[src/hw/rtl/lphm_pkg.sv]
// Package for the linear probe hash map: sizes, hash constants, codes and types.
// No dependencies; used by every module of the block.
`default_nettype none

package lphm_pkg;

   localparam int TABLE_SLOTS  = 1024;
   localparam int KEY_BITS     = 32;
   localparam int DATA_BITS    = 32;
   localparam int IN_KEY_BITS  = 32;
   localparam int SLOT_BITS    = $clog2(TABLE_SLOTS);
   localparam int COUNT_BITS   = SLOT_BITS + 1;
   // An insert of a new key is refused once the count has reached this value.
   localparam int FULL_LIMIT   = TABLE_SLOTS * 3 / 4 - 1;

   // Depth of the command queue between front and back; a power of two.
   localparam int QUEUE_DEPTH  = 2;
   localparam int QPTR_BITS    = $clog2(QUEUE_DEPTH);

   localparam int HASH_SHIFT_A = 15;
   localparam int HASH_SHIFT_B = 13;
   localparam logic [KEY_BITS-1:0] HASH_MULT = KEY_BITS'(64'd2654435761);

   typedef enum logic [2:0] {
      STS_INSERTED = 3'd0,
      STS_KEPT     = 3'd1,
      STS_FULL     = 3'd2,
      STS_FOUND    = 3'd3,
      STS_MISS     = 3'd4,
      STS_ZERO     = 3'd5
   } status_type;

   typedef enum logic {
      ACT_INSERT = 1'b0,
      ACT_LOOKUP = 1'b1
   } action_type;

   typedef enum logic [1:0] {
      BK_CLEAR,
      BK_IDLE,
      BK_PROBE
   } back_state_type;

   typedef struct packed {
      action_type             action;
      logic                   zero;
      logic [KEY_BITS-1:0]    key;
      logic [DATA_BITS-1:0]   value;
      logic [SLOT_BITS-1:0]   home;
   } cmd_type;

endpackage

`default_nettype wire

[src/hw/rtl/lphm_queue.sv]
// Short command queue between the front and back parts of the hash map.
// Depends on lphm_pkg for the command type and depth.
`default_nettype none

module lphm_queue import lphm_pkg::*; (
   input  wire logic    clock,
   input  wire logic    reset,
   input  wire logic    push,
   input  wire cmd_type push_cmd,
   output logic         full,
   input  wire logic    pop,
   output logic         q_valid,
   output cmd_type      q_cmd
);

   cmd_type              entry_ff [QUEUE_DEPTH];
   logic [QPTR_BITS-1:0] wr_ptr_ff, rd_ptr_ff;
   logic [QPTR_BITS:0]   count_ff, count_in;

   assign full    = (count_ff == (QPTR_BITS+1)'(QUEUE_DEPTH));
   assign q_valid = (count_ff != '0);
   assign q_cmd   = entry_ff[rd_ptr_ff];

   always_comb begin
      count_in = count_ff;
      case ({push, pop})
         2'b10:   count_in = count_ff + 1'b1;
         2'b01:   count_in = count_ff - 1'b1;
         default: count_in = count_ff;
      endcase
   end

   always_ff @(posedge clock) begin
      if (reset) begin
         wr_ptr_ff <= '0;
         rd_ptr_ff <= '0;
         count_ff  <= '0;
      end else begin
         count_ff <= count_in;
         if (push) begin
            wr_ptr_ff <= wr_ptr_ff + 1'b1;
         end
         if (pop) begin
            rd_ptr_ff <= rd_ptr_ff + 1'b1;
         end
      end
   end

   always_ff @(posedge clock) begin
      if (push) begin
         entry_ff[wr_ptr_ff] <= push_cmd;
      end
   end

endmodule

`default_nettype wire

[config.mk]
export PLATFORM = sky130hd
export DESIGN_NAME = lphm_queue
export DESIGN_NICKNAME = d
export VERILOG_FILES = /design/src/hw/rtl/lphm_pkg.sv /design/src/hw/rtl/lphm_queue.sv
export SDC_FILE = /design/constraint.sdc
export NUM_CORES = 1
export LEC_CHECK = 0
export ABC_CLOCK_PERIOD_IN_PS = 6700
export BUFFER_PORTS_ARGS = -buffer_cell sky130_fd_sc_hd__buf_4
export CORE_AREA = 4 4 106 108
export CTS_CLUSTER_DIAMETER = 200
export CTS_CLUSTER_SIZE = 14
export DETAILED_ROUTE_END_ITERATION = 12
export DIE_AREA = 0 0 110 112
export PLACE_DENSITY = 0.84
export SYNTH_ARGS = -nofsm -noshare
export SYNTH_HDL_FRONTEND = slang
export SYNTH_SLANG_ARGS = --single-unit
[constraint.sdc]
create_clock -name clock -period 6.7 [get_ports clock]
set_clock_uncertainty 0.1 [all_clocks]
set_input_delay 0.67 -clock clock [delete_from_list [all_inputs] [get_ports clock]]
set_output_delay 0.67 -clock clock [all_outputs]
set_load 0.005 [all_outputs]
==> results.md, run 1 <==
- Die ar.: 12320 um2
- Rel. slew slack: 0.2709
- GRT overflow: 0
- Core Box Area: 10230 um2
- Hold path startpoint: push_cmd[4]
- DIE HEIGHT: 112 um
- Initial core utilization: 0.5552
- Mapped cell area: 5680 um2
- RSZ-0062 raised after global routing: no
- Clock Tree Buf Depth: 2
- FF+latch count, synth: 157
- First-pass GRT wire length: 15710 um
- H-tree levels: 4
- Post-route cell area: 7522 um2
- CTS tree: built
- Crit path DAT: 2.14 ns
- FMAX: 0.3436 GHz
- Met3 Use GR: 0.07594
- Unique masters post-synth: 16
- Max Slew Vio Count: 0
- Peak supply drop: 0.2132 mV
- Tmin final: 2.910 ns
- Largest net degree at the start of global routing: 77
- CTS Hold Buffers Added: 0
- # clock sinks: 157
- Pre-antenna DRT Iters: 4
- Clk slew on worst S/H paths: 0.06 ns
- Period Utilization, post-route: 0.4344
- Drc violations: 0
- PD cells: 298.8 nW/um2
- FF/Latch Area: 4668 um2
- Busiest metal layer after global routing: met2
- Yosys warning count: 0
- Post_cts resized: 0
- Core Util, Final: 0.7352
- Layout cells sized above 1: 0.6068
- Number of max-cap violations: 0
- Post-synthesis sequential area ratio: 0.8211
- Clock Latency Late Sink: 0.50 ns
- Leak: 2.805 nW
- Post-DRT Antenna Nets: 0
- Mean Syn Cell Area: 22.02 um2
- Setup TNS: 0 ns
- Least-Margin Pin Slew: 1.091 ns
- Status: completed
- Cell family with most CP delay: flip-flops
- Initial antenna violation count: 0
- Number of port buffers: 157
- Grt met1 use: 0.1930
- Critical path cell sequence: mux2_2 -> buf_4
- Chip width: 110 um
- Vias per cell: 5.023
- Hold WC Path Type: in2reg
- Synth Area in Simple Gates: 0.008150
- Mapped Cells: 258
- Highest cell delay on the worst timing path: 0.98 ns
- Mean routed wirelength per cell: 17.39 um
- CP Max Fanout: 76
- Post-CTS Setup Repair Bufs: 0
- Mux contribution to synthesized area: 0.1507
- Most common cell after layout, fill and taps aside: buf_4
- Final GP Congestion: 0.6978
- Final setup violation count: 0
- # IOs: 158
- Hold Vio Cnt, Final: 0
- Synth Area in Compound Gates: 0.001762
- Row Count: 37
- Area share of fa/ha/maj cells after synthesis: 0.002203
- HPWL Detailed: 6516 um
- Worst path bufs/invs: 1
- GR Util met2: 0.2900
- First DRT Iteration DRCs: 136
- Critical path class: reg2out
- Fillers: 631
- DR vias: 2893
- Root Buffer: clkbuf_8
- Number of diodes: 0
- Endpoint class of the critical path: output pin
- Area of the multi-input gates: 969.7 um2
- Total track usage: 0.1716
- Detailed Route WL: 10020 um
- Non-Filler Instances: 576
- Worst setup SP type: register
- Dpl cells: 544
- Dpl cell area: 6998 um2
- Synth Net Count: 339
- Worst R2R Start: wr_ptr_ff
- Area Overhead vs Synth: 32.42%
- Vias in the first global route: 3224
- Most frequent cells in the layout: buf_4, edfxtp_1, mux2_2
- Largest family of logic cells by synthesized area: multiplexers
- CP required: 5.93 ns
- Post-layout nets: 508
- Slowest cell on the critical path: dfxtp_4
- Total CTS buffers: 17
- Synth Area in XOR/XNOR: 0.006167
[metrics by stage]
step                setup WS [ns]  hold slack (ns)  total power [W]
finish                      3.790           0.2447         0.002247
global route                3.700           0.2068         0.002351
CTS                         3.757           0.2233         0.002270
detailed placement          3.888           0.4065         0.001437
global placement            3.961           0.3739         0.001428
floorplan                   2.172           0.3564         0.001295
[sequential cells by signal, indices dropped and copies added (netlist names), named ones only]
register / count
rd_ptr_ff: 1
entry_ff: 152
count_ff: 2
wr_ptr_ff: 1
[power breakdown]
| group | switching [W] | internal, W |
|---|---|---|
| clock | 0.000348 | 0.000487 |
| sequential | 0.0000310 | 0.00115 |
| combinational | 0.0000895 | 0.000146 |
[metal layers]
layer | share of wire | wire length [um]
met1 | 0.37 | 3678
met2 | 0.53 | 5284
met3 | 0.092 | 924
met4 | 0.013 | 127
met5 | 0 | 0
[cell families after synthesis]
| logic type | after synthesis |
|---|---|
| AO/OA/AOI/OAI | 2 |
| XOR/XNOR | 4 |
| buffers and inverters | 9 |
| adder cells (fa/ha/maj) | 1 |
| multiplexers | 76 |
| AND/OR/NAND/NOR | 9 |
| flip-flops | 157 |
[final timing paths]
| kind | endpoint | slack [ns] | cells after the start |
|---|---|---|---|
| max | q_cmd[19] | 3.79 | 2 |
| min | entry_ff[1][4] | 0.24 | 1 |
| max reg2reg | entry_ff[0][36] | 4.42 | 2 |
| min reg2reg | count_ff[1] | 0.41 | 2 |
[cells in the mapped netlist]
library cell	number	share of area
and2_1	1	0.0011
buf_2	3	0.0026
o21ai_0	1	0.00088
mux2_2	76	0.15
xor2_1	1	0.0015
nor2_1	5	0.0033
and2b_2	1	0.0015
or2_2	1	0.0011
inv_1	1	0.00066
edfxtp_1	152	0.80
buf_4	5	0.0066
dfxtp_1	5	0.018
a21oi_1	1	0.00088
ha_1	1	0.0022
xnor2_1	3	0.0046
or3_1	1	0.0011
[layout make-up]
| class | instances | share of cell area |
|---|---|---|
| clock buffer | 20 | 0.05655 |
| clock inverter | 12 | 0.01314 |
| inverter | 1 | 0.0004990 |
| multi-input combinational | 92 | 0.1289 |
| sequential | 157 | 0.6206 |
| tap | 136 | 0.02262 |
| timing repair buffer | 158 | 0.1577 |
Note: power is estimated with default switching activity, not from simulation.
==> run 2: changes to the inputs <==
ABC_CLOCK_PERIOD_IN_PS = 2550   (was 6700)
CORE_AREA = 4 4 115 117   (was 4 4 106 108)
DIE_AREA = 0 0 119 121   (was 0 0 110 112)
PLACE_DENSITY = 0.75   (was 0.84)
clock period = 2.55 ns   (was 6.7 ns; I/O delays follow)
==> results.md, run 2 (same netlist as run 1, synthesis figures left out) <==
- Status: completed
- Slowest cell on the critical path: dfxtp_4
- Drc violations: 0 (unchanged)
- FMAX: 0.4477 GHz
- CP required: 2.19 ns (-3.74 ns)
- Post-DRT Antenna Nets: 0 (unchanged)
- First DRT Iteration DRCs: 122 (-10%)
- HPWL Detailed: 6947 um (+6.6%)
- Die ar.: 14400 um2 (+17%)
- Clock Latency Late Sink: 0.41 ns (-0.09 ns)
- Pre-antenna DRT Iters: 4 (unchanged)
- Endpoint class of the critical path: output pin
- Mean routed wirelength per cell: 16.80 um (-3.4%)
- PD cells: 757.9 nW/um2 (+150%)
- Initial antenna violation count: 1 (+1)
- Root Buffer: clkbuf_16
- RSZ-0062 raised after global routing: no
- Setup TNS: 0 ns (unchanged)
- DIE HEIGHT: 121 um (+8.0%)
- Least-Margin Pin Slew: 0.6728 ns (-0.4182 ns)
- Initial core utilization: 0.4595 (-0.09575)
- # clock sinks: 157 (unchanged)
- GRT overflow: 0 (unchanged)
- CTS tree: built
- Post-CTS Setup Repair Bufs: 0 (unchanged)
- Final setup violation count: 0 (unchanged)
- Most frequent cells in the layout: buf_4, edfxtp_1, dlygate4sd3_1
- DR vias: 3271 (+13%)
- Largest register FFs: 152 (unchanged)
- GR Util met2: 0.2889 (-0.001105)
- Worst setup SP type: register
- Critical path cell sequence: buf_12 -> mux2_2 -> buf_4
- Most common cell after layout, fill and taps aside: buf_4
- Total CTS buffers: 17 (unchanged)
- Chip width: 119 um (+8.2%)
- Number of port buffers: 157 (unchanged)
- Number of max-cap violations: 0 (unchanged)
- Max Slew Vio Count: 0 (unchanged)
- Critical path class: reg2out
- Crit path DAT: 1.88 ns (-0.26 ns)
- Detailed Route WL: 11690 um (+17%)
- Highest cell delay on the worst timing path: 0.58 ns (-0.40 ns)
- Hold WC Path Type: in2reg
- Post-layout nets: 591 (+16%)
- Largest net degree at the start of global routing: 52 (-32%)
- Peak supply drop: 0.4862 mV (+130%)
- Final Worst Setup Slack: 0.3161 ns (-3.474 ns)
- CP Max Fanout: 51 (-33%)
- Total track usage: 0.1695 (-0.002078)
- Top reg by flops: entry_ff
- Vias in the first global route: 3635 (+13%)
- Clock Tree Buf Depth: 2 (unchanged)
- Tmin final: 2.234 ns
- Area Overhead vs Synth: 49.47%
- Regs by FF count: entry_ff (152), count_ff (2)
- First-pass GRT wire length: 18600 um (+18%)
- Leak: 3.218 nW (+15%)
- Row Count: 41 (+11%)
- H-tree levels: 4 (unchanged)
- Layout cells sized above 1: 0.5182 (-0.08865)
- Vias per cell: 4.700 (-6.4%)
- Hold Vio Cnt, Final: 0 (unchanged)
- Busiest metal layer after global routing: met2
- DP Worst Slack: 0.7373 ns (-3.151 ns)
- Rel. slew slack: 0.5514 (+0.2805)
- Core Box Area: 12360 um2 (+21%)
- Fillers: 779 (+23%)
- Grt met1 use: 0.1953 (+0.002305)
- Met3 Use GR: 0.05688 (-0.01907)
- Clk slew on worst S/H paths: 0.06 ns (about the same)
- Final GP Congestion: 0.7390 (+5.9%)
- # IOs: 158 (unchanged)
- Period Utilization, post-route: 0.8760
run 2: cell count changes in the layout (fill, tap and decap cells not counted), sizes merged:
cell,previous run,this run
clkinv,5,3
clkinvlp,6,1
clkbuf,20,24
diode,0,1
buf,158,163
dlygate4sd3,0,78
bufinv,1,4
run 2: report_power, final:
group | internal (W) | leakage, nW | total (W) | switching (W)
sequential | 0.00301 | 1.47 | 0.00307 | 0.0000561
combinational | 0.000470 | 1.45 | 0.000759 | 0.000289
clock | 0.00169 | 0.298 | 0.00261 | 0.000924
run 2: stage by stage:
step	instance area [um2]	util	hold slack (ns)	instances	power [W]
after CTS	8488	0.6866	0.009073	695	0.006485
after global routing	8491	0.6868	0.03142	696	0.006675
after global placement	7093	0.5737	0.3400	585	0.003767
after detailed placement	7093	0.5737	0.3424	585	0.003787
after floorplan	5689	-	0.2241	258	0.003394
final	8491	0.6868	0.03802	696	0.006435
run 2: layout make-up:
| class | instances | area [um2] | share of cell area |
|---|---|---|---|
| Antenna cell | 1 | 2.502 | 0.0002947 |
| Clock buffer | 24 | 471.7 | 0.05556 |
| Clock inverter | 8 | 142.6 | 0.01680 |
| Inverter | 1 | 3.754 | 0.0004421 |
| Multi-Input combinational cell | 92 | 969.7 | 0.1142 |
| Sequential cell | 157 | 4668 | 0.5498 |
| Tap cell | 172 | 215.2 | 0.02535 |
| Timing Repair Buffer | 241 | 2017 | 0.2375 |
run 2: path summary, 6_finish.rpt:
| kind | startpoint | end | slack, ns | depth (start not counted) |
|---|---|---|---|---|
| worst min-delay path | pop | rd_ptr_ff | 0.04 | 3 |
| worst min register to register | count_ff[1] | count_ff[1] | 0.42 | 2 |
| worst max-delay path | register | q_cmd[18] | 0.32 | 3 |
| worst max register to register | wr_ptr_ff | entry_ff[1][2] | 0.80 | 2 |
run 2: repair_timing:
item,in CTS,in global routing
hold buffers,78,0
endpoints found under the hold margin,157,0
gates resized for setup,0,0
run 2: layer usage:
metal  part of all wire  wire, um
met1               0.41      4755
met2               0.52      6048
met3              0.057       661
met4              0.020       229
met5                  0         0
run 2: critical path, delay by kind of cell, from the launching register on:
family	cells	cell delay, ns
buffers and inverters	2	0.46
flip-flops	1	0.58
multiplexers	1	0.39
