File: config.mk
export PLATFORM = sky130hd
export DESIGN_NAME = lphm_front
export DESIGN_NICKNAME = d
export VERILOG_FILES = /design/src/hw/rtl/lphm_pkg.sv /design/src/hw/rtl/lphm_front.sv
export SDC_FILE = /design/constraint.sdc
export NUM_CORES = 1
export LEC_CHECK = 0
export BUFFER_PORTS_ARGS = -buffer_cell sky130_fd_sc_hd__buf_2
export CAP_MARGIN = 5
export CORE_MARGIN = 10
export CORE_UTILIZATION = 59
export CTS_BUF_LIST = sky130_fd_sc_hd__clkbuf_4
export CTS_CLUSTER_DIAMETER = 60
export DETAILED_ROUTE_END_ITERATION = 8
export GPL_TIMING_DRIVEN = 0
export PLACE_DENSITY_LB_ADDON = 0.2
export SLEW_MARGIN = 10
export SYNTH_ARGS = -nofsm -noshare
export SYNTH_HDL_FRONTEND = slang
export SYNTH_SLANG_ARGS = --single-unit
File: constraint.sdc
create_clock -name clock -period 20.7 [get_ports clock]
set_clock_uncertainty 0.15 [all_clocks]
set_input_delay 4.14 -clock clock [delete_from_list [all_inputs] [get_ports clock]]
set_output_delay 4.14 -clock clock [all_outputs]
set_load 0.005 [all_outputs]
File: src/hw/rtl/lphm_pkg.sv
// Package for the linear probe hash map: sizes, hash constants, codes and types.
// No dependencies; used by every module of the block.
`default_nettype none

package lphm_pkg;

   localparam int TABLE_SLOTS  = 1024;
   localparam int KEY_BITS     = 32;
   localparam int DATA_BITS    = 32;
   localparam int IN_KEY_BITS  = 32;
   localparam int SLOT_BITS    = $clog2(TABLE_SLOTS);
   localparam int COUNT_BITS   = SLOT_BITS + 1;
   // An insert of a new key is refused once the count has reached this value.
   localparam int FULL_LIMIT   = TABLE_SLOTS * 3 / 4 - 1;

   // Depth of the command queue between front and back; a power of two.
   localparam int QUEUE_DEPTH  = 2;
   localparam int QPTR_BITS    = $clog2(QUEUE_DEPTH);

   localparam int HASH_SHIFT_A = 15;
   localparam int HASH_SHIFT_B = 13;
   localparam logic [KEY_BITS-1:0] HASH_MULT = KEY_BITS'(64'd2654435761);

   typedef enum logic [2:0] {
      STS_INSERTED = 3'd0,
      STS_KEPT     = 3'd1,
      STS_FULL     = 3'd2,
      STS_FOUND    = 3'd3,
      STS_MISS     = 3'd4,
      STS_ZERO     = 3'd5
   } status_type;

   typedef enum logic {
      ACT_INSERT = 1'b0,
      ACT_LOOKUP = 1'b1
   } action_type;

   typedef enum logic [1:0] {
      BK_CLEAR,
      BK_IDLE,
      BK_PROBE
   } back_state_type;

   typedef struct packed {
      action_type             action;
      logic                   zero;
      logic [KEY_BITS-1:0]    key;
      logic [DATA_BITS-1:0]   value;
      logic [SLOT_BITS-1:0]   home;
   } cmd_type;

endpackage

`default_nettype wire

File: src/hw/rtl/lphm_front.sv
// Front end of the hash map: accepts request words, hashes the key in two stages
// and pushes a classified command into the queue. Depends on lphm_pkg.
`default_nettype none

module lphm_front import lphm_pkg::*; (
   input  wire logic                   clock,
   input  wire logic                   reset,
   input  wire logic                   req_valid,
   output logic                        req_ready,
   input  wire logic                   req_action,
   input  wire logic [IN_KEY_BITS-1:0] req_key,
   input  wire logic [DATA_BITS-1:0]   req_value,
   input  wire logic                   accept_en,
   input  wire logic                   q_full,
   output logic                        push,
   output cmd_type                     push_cmd
);

   logic                 s1_v_ff, s1_v_in;
   action_type           s1_action_ff;
   logic [KEY_BITS-1:0]  s1_key_ff;
   logic [DATA_BITS-1:0] s1_value_ff;
   logic [KEY_BITS-1:0]  s1_mix_ff;

   logic                 s2_v_ff, s2_v_in;
   action_type           s2_action_ff;
   logic [KEY_BITS-1:0]  s2_key_ff;
   logic [DATA_BITS-1:0] s2_value_ff;
   logic [KEY_BITS-1:0]  s2_prod_ff;

   logic                 s1_adv, s2_free, take;
   logic [KEY_BITS-1:0]  key_masked, mix_in, prod_in, hash_fin;

   assign push       = s2_v_ff && !q_full;
   assign s2_free    = !s2_v_ff || !q_full;
   assign s1_adv     = s1_v_ff && s2_free;
   assign req_ready  = (!s1_v_ff || s2_free) && accept_en;
   assign take       = req_valid && req_ready;

   // Bits above KEY_BITS are dropped before hashing and comparing.
   assign key_masked = KEY_BITS'(req_key);
   assign mix_in     = key_masked ^ (key_masked >> HASH_SHIFT_A);
   assign prod_in    = s1_mix_ff * HASH_MULT;
   assign hash_fin   = s2_prod_ff ^ (s2_prod_ff >> HASH_SHIFT_B);

   always_comb begin
      s1_v_in = s1_v_ff;
      if (take) begin
         s1_v_in = 1'b1;
      end else if (s1_adv) begin
         s1_v_in = 1'b0;
      end
      s2_v_in = s2_v_ff;
      if (s1_adv) begin
         s2_v_in = 1'b1;
      end else if (push) begin
         s2_v_in = 1'b0;
      end
   end

   always_ff @(posedge clock) begin
      if (reset) begin
         s1_v_ff <= 1'b0;
         s2_v_ff <= 1'b0;
      end else begin
         s1_v_ff <= s1_v_in;
         s2_v_ff <= s2_v_in;
      end
   end

   always_ff @(posedge clock) begin
      if (take) begin
         s1_action_ff <= action_type'(req_action);
         s1_key_ff    <= key_masked;
         s1_value_ff  <= req_value;
         s1_mix_ff    <= mix_in;
      end
      if (s1_adv) begin
         s2_action_ff <= s1_action_ff;
         s2_key_ff    <= s1_key_ff;
         s2_value_ff  <= s1_value_ff;
         s2_prod_ff   <= prod_in;
      end
   end

   always_comb begin
      push_cmd.action = s2_action_ff;
      push_cmd.zero   = (s2_key_ff == '0);
      push_cmd.key    = s2_key_ff;
      push_cmd.value  = s2_value_ff;
      push_cmd.home   = hash_fin[SLOT_BITS-1:0];
   end

endmodule

`default_nettype wire

==> results of run 1 <==
-- metal layers --
layer  wire length [um]  track usage  vias up  share of wire
met5                  0            0        -              0
met4                348       0.0604        0          0.018
met3               1400       0.0531       24          0.071
met2              10100        0.307      172           0.51
met1               7970        0.231     2717           0.40
li1                   -            -     2568              -
-- kinds of logic after synthesis --
| kind of cell | after synthesis |
|---|---|
| adders and majority gates | 194 |
| buffers and inverters | 154 |
| and+or+nand+nor | 39 |
| xor gates and xnor gates | 62 |
| AOI/OAI and AO/OA | 42 |
| DFF | 169 |
-- worst reg2reg max path, cell delays in order, from the launching register on --
cell	delay (ns)
edfxtp_1	0.73
inv_1	0.21
fa_1	0.61
fa_1	0.47
fa_1	0.51
fa_1	0.53
inv_1	0.07
fa_1	0.51
fa_1	0.53
fa_1	0.50
ha_1	0.40
a21o_1	0.22
a21o_1	0.17
a21oi_1	0.25
o2111ai_1	0.15
o211a_1	0.17
-- how the worst max path moves through the flow --
stage | startpoint | to | slack [ns] | cells after the start
6_report | q_full | req_ready | 11.71 | 4
5_1_grt | q_full | req_ready | 11.68 | 4
4_1_cts | q_full | req_ready | 11.70 | 4
3_5_place_dp | q_full | req_ready | 11.71 | 4
3_3_place_gp | q_full | s2_value_ff[10] | 7.35 | 2
2_1_floorplan | q_full | s2_action_ff | 9.58 | 1
-- cells in the mapped netlist (2+ instances only) --
| cell | count | area share |
|---|---|---|
| o21ai_0 | 3 | 0.0015 |
| nor2_1 | 11 | 0.0042 |
| inv_1 | 151 | 0.058 |
| nand2_1 | 2 | 0.00077 |
| fa_1 | 87 | 0.18 |
| xor2_1 | 30 | 0.027 |
| a21oi_1 | 12 | 0.0061 |
| nand3_1 | 6 | 0.0031 |
| nand4_1 | 5 | 0.0032 |
| dfxtp_1 | 2 | 0.0041 |
| nor3_1 | 2 | 0.0010 |
| o21ai_1 | 2 | 0.0010 |
| o21bai_1 | 3 | 0.0023 |
| o21ai_2 | 2 | 0.0018 |
| a21o_1 | 6 | 0.0046 |
| o2111ai_1 | 2 | 0.0018 |
| xnor2_1 | 32 | 0.029 |
| nor4_1 | 8 | 0.0051 |
| edfxtp_1 | 167 | 0.51 |
| ha_1 | 107 | 0.14 |
-- sequential cells by signal, indices dropped and copies added (netlist names) --
name          flops
s1_action_ff      1
s1_key_ff        32
s1_mix_ff        17
s1_v_ff           1
s1_value_ff      32
s2_action_ff      1
s2_key_ff        32
s2_prod_ff       20
s2_v_ff           1
s2_value_ff      32
-- metrics by stage --
stage	cells	cell area, um2	hold slack (ns)	util
final	1064	11200	0.285	0.685
after global routing	1064	11200	0.287	0.685
after CTS	1063	11200	0.285	0.685
after detailed placement	1031	10900	0.255	0.666
after global placement	1027	10800	0.250	0.659
after floorplan	660	9790	0.250	-
-- area by class of cell --
cell class	count	area (um2)
diodes	1	2.50
plain buffers	3	30.0
clock buffers	17	128
clock inverters	15	183
fillers	1162	5170
inverters	151	569
multi-input cells	337	4150
flip-flops and latches	169	5050
well taps	220	275
repair buffers	151	838
==> results.md, run 1 <==
- Sequence of cells on the critical path: buf_2 > nand3_1 > and2_1 > buf_2
- Final setup fails: 0
- Synth Cell Area: 9790 um2
- Reg2reg setup slack: 14.30 ns
- Kind of end point of the critical path: primary output
- Area of the core: 16,400 um2
- Area Overhead vs Synth: 14.7%
- CTS Buf Count: 17
- Max Cap Viol: 0
- Most frequent cells in the layout: 167 x edfxtp_1, 150 x inv_1, 147 x buf_2
- Main combinational cell family by area after synthesis: adder cells
- YS warnings: 0
- Final HPWL DP: 15,900 um
- Clk_lat worst skew: 0.57 ns
- Deepest clock path buffer count: 2
- Syn nets: 924
- Initial antenna violation count: 1
- Final hold vios: 0
- DRT Wirelength: ~20,000 um
- Total gr overflow: 0
- Initial DRC count: 330
- First-pass GRT wire length: 31,300 um
- Via count: 5,481
- Max_slew headroom: 0.511
- Slowest cell on crit path: and2_1
- Cell Rows: 47
- Flops & latches, synth: approximately 170
- CTS tree: done
- Final worst slack: 11.71 ns
- Full die area: between 20,000 and 25,000 um2
- Routed wire per std cell: approximately 19 um
- Initial Util: 0.597
- Residual DRC: 0
- GRT Util Overall: 0.185
- Commonest non-fill, non-tap cell in the layout: edfxtp_1
- Routability cong.: 0.914
- Num ports: 148
- Total negative slack: 0 ns
- Port Buffers: approximately 150
- CTS Hold Bufs: 0
- Synthesized-area fraction occupied by adder cells: 0.315
- Slew @ Worst Pin: 0.732 ns
- Startpoint Class: input port
- Unrepaired setup endpoints after global routing: no
- Syn Inst Count: 660
- Setup WS pre-CTS: 11.71 ns
- FF-to-FF End: s2_prod_ff[21]
- Post-Synth XOR/XNOR Area: 0.0554
- Post-synth ARST share: 0
- Worst Path Buf+Inv: 2
- Crit path max fanout: 4
- Hold Crit Class: reg -> reg
- Worst EP required: 16.41 ns
- Run status: finished, final reports clean
- Crit-path leading delay family: simple AND/OR/NAND/NOR gates
- Synth Area in Compound Gates: 0.0323
- Chip Width: 149 um
- Mux cell area share after synthesis: 0
- Final #Nets: 1,094
- Achievable clock frequency: 0.111 GHz
- Hold Crit Start: s1_value_ff[31]
- Vias/cell: 5.15
- CTS resizes: 0
- 1st-pass router iterations: 5
- Vias in the first global route: 5,970
- Worst r2r path cells: 15
- FF-to-FF Start: s1_mix_ff[5]
- Critical path type: in -> out
- H-tree depth: 4
- Final period util: 0.435
- EDFF count, synth: 167
- TritonCTS Sinks: 169
- Most frequent CP cell: buf_2
- Largest net degree at the start of global routing: 68
- Sequential share of the synthesized area: 0.516
- Simple-gate share of the synthesized area: 0.0207
- CTS clk-pin slew, worst paths: 0.16 ns
- Mean Syn Cell Area: between 10 and 15 um2
- Hold endpoint: s2_value_ff[31]
- # Post-CTS Setup Buffers: 0
- Share of cells above drive strength 1: 0.229
- Die Height: 149 um
- Primary FF master, synth: edfxtp_1
- Worst Hold Path Cells: 0
- CP arrival: 4.70 ns
- Fin. max-slew vios: 0
- CTS root buf: clkbuf_4
- Post-synthesis cell type count: 40
- Antenna Violating Nets Remaining: 0
- Crit path time final: 8.99 ns
- Slowest stage delay, CP: 0.19 ns
Power of run 1 is left out: the tool's default activity adds up to more than one toggle a clock period on the data nets, which glitch-free logic cannot reach.
==> run 2: changes to the inputs <==
--- a/config.mk
+++ b/config.mk
@@ -8,7 +8,7 @@
 export BUFFER_PORTS_ARGS = -buffer_cell sky130_fd_sc_hd__buf_2
 export CAP_MARGIN = 5
 export CORE_MARGIN = 10
-export CORE_UTILIZATION = 59
+export CORE_UTILIZATION = 54
 export CTS_BUF_LIST = sky130_fd_sc_hd__clkbuf_4
 export CTS_CLUSTER_DIAMETER = 60
 export DETAILED_ROUTE_END_ITERATION = 8
==> constraint.sdc (replaced) <==
create_clock -name clock -period 7.7 [get_ports clock]
set_clock_uncertainty 0.15 [all_clocks]
set_input_delay 1.54 -clock clock [delete_from_list [all_inputs] [get_ports clock]]
set_output_delay 1.54 -clock clock [all_outputs]
set_load 0.005 [all_outputs]
==> run 2 against run 1 <==
  * Core utilization decreased by 5.4 points
  * Critical path depth is 14 higher
  * Wire length is 2.0% higher
  * Cell count is 0.85% higher
  * Global-route usage fell by 1.2 points
  * Non-clock buffer count is the same
  * Worst setup slack got worse by 10 ns
  * First-iteration DRC count down 36%
  * Register-to-register slack lost 13 ns
  * Critical endpoint is now s2_prod_ff[22]
  * Largest cell class unchanged
==> results.md, run 2 (synthesis results as in run 1) <==
- CTS Buf Count: 17 (unchanged)
- Cell Rows: 49 (+4.3%)
- Initial Util: 0.547 (-0.0499)
- Worst hold slack: 0.281 ns (-0.00427 ns)
- Achievable clock frequency: 0.156 GHz
- Residual DRC: 0 (unchanged)
- Startpoint Class: flop
- Num ports: 148 (unchanged)
- First-pass GRT wire length: 32,100 um (+2.6%)
- Hold Crit Class: reg -> reg
- Initial antenna violation count: 1 (unchanged)
- Chip Width: 155 um (+3.9%)
- Area Overhead vs Synth: 15.2%
- Final hold vios: 0 (unchanged)
- GRT Util Overall: 0.174 (-0.0119)
- # Post-CTS Setup Buffers: 0 (unchanged)
- Max_slew headroom: 0.581 (+0.0700)
- CTS resizes: 0 (unchanged)
- Fin. max-slew vios: 0 (unchanged)
- Final HPWL DP: 16,500 um (+3.6%)
- Total gr overflow: 0 (unchanged)
- Full die area: 23,900 um2 (+8.0%)
- 1st-pass router iterations: 7 (+2)
- CP arrival: 6.58 ns (+1.88 ns)
- Port Buffers: 147 (unchanged)
- Unrepaired setup endpoints after global routing: no
- Final period util: 0.835
- CTS root buf: clkbuf_4
- Kind of end point of the critical path: flop
- Initial DRC count: 210 (-36%)
- Critical path type: reg -> reg
- Crit path max fanout: 9 (+5)
- Worst EP required: 7.85 ns (-8.56 ns)
- Final #Nets: 1,094 (unchanged)
- Area of the core: 17,900 um2 (+9.1%)
- Vias/cell: 5.04 (-2.1%)
- Crit path time final: 6.43 ns
- Final setup fails: 0 (unchanged)
- CTS tree: done
- DRT Wirelength: 20,200 um (+2.0%)
- Via count: 5,412 (-1.3%)
- Antenna Violating Nets Remaining: 0 (unchanged)
- Commonest non-fill, non-tap cell in the layout: edfxtp_1
- Vias in the first global route: 6,112 (+2.4%)
- Most frequent cells in the layout: 167 x edfxtp_1, 150 x inv_1, 147 x buf_2
- Max Cap Viol: 0 (unchanged)
- Run status: finished, final reports clean
- Share of cells above drive strength 1: 0.230 (+0.00119)
- Deepest clock path buffer count: 2 (unchanged)
- TritonCTS Sinks: 169 (unchanged)
- Die Height: 155 um (+3.9%)
- CTS Hold Bufs: 0 (unchanged)
- Slew @ Worst Pin: 0.629 ns (-0.103 ns)
- Routed wire per std cell: 18.8 um (+1.1%)
- Largest net degree at the start of global routing: 71 (+4.4%)
- Clk_lat worst skew: 0.56 ns (about the same)
- H-tree depth: 4 (unchanged)
- CTS clk-pin slew, worst paths: 0.16 ns (about the same)
- Routability cong.: 0.962 (+5.2%)
run 2: cell count changes in the layout (fill, tap and decap cells not counted), sizes merged:
cell,delta
bufinv,+1
clkinvlp,-1
run 2: area by class of cell:
type | instances | area [um2]
Multi-Input combinational cell | 337 | 4150
Inverter | 151 | 569
Clock inverter | 15 | 228
Sequential cell | 169 | 5050
Buffer | 3 | 30.0
Clock buffer | 17 | 128
Antenna cell | 1 | 2.50
Tap cell | 229 | 287
Fill cell | 1361 | 6620
Timing Repair Buffer | 151 | 831
run 2: per-layer routing:
layer / vias to the layer above / track usage / routed length (um)
met4: 0 / 0.0535 / 253
li1: 2562 / - / -
met3: 13 / 0.0505 / 1280
met5: - / 0 / 0
met2: 148 / 0.288 / 10200
met1: 2689 / 0.215 / 8410
run 2: metrics by stage:
step | setup TNS, ns | instances | worst slack (ns) | area [um2] | util
2_1_floorplan | 0 | 660 | 1.43 | 9790 | -
3_3_place_gp | -27.71 | 1036 | -0.333 | 10800 | 0.604
3_5_place_dp | 0 | 1040 | 1.28 | 10900 | 0.610
4_1_cts | 0 | 1072 | 1.27 | 11300 | 0.630
5_1_grt | 0 | 1073 | 1.04 | 11300 | 0.630
6_report | 0 | 1073 | 1.27 | 11300 | 0.630
run 2: critical path, cell delays in order (launching register included):
cell and delay (ns):
edfxtp_1 0.69, inv_1 0.19, fa_1 0.59, fa_1 0.44, fa_1 0.55, inv_1 0.06
fa_1 0.48, fa_1 0.54, fa_1 0.56, inv_1 0.06, fa_1 0.53, inv_1 0.04
ha_1 0.30, buf_6 0.14, a21oi_1 0.18, o21bai_1 0.09, a21o_1 0.19, a31oi_1 0.24
xnor2_1 0.16
run 2: worst paths after layout:
check | depth (start not counted) | start | slack [ns] | to
hold reg to reg | 0 | s1_value_ff[28] | 0.28 | s2_value_ff[28]
hold / removal | 0 | s1_value_ff[28] | 0.28 | s2_value_ff[28]
setup / recovery | 18 | s1_mix_ff[6] | 1.27 | s2_prod_ff[22]
setup reg to reg | 18 | s1_mix_ff[6] | 1.27 | s2_prod_ff[22]
Power of run 2 is left out for the same reason.
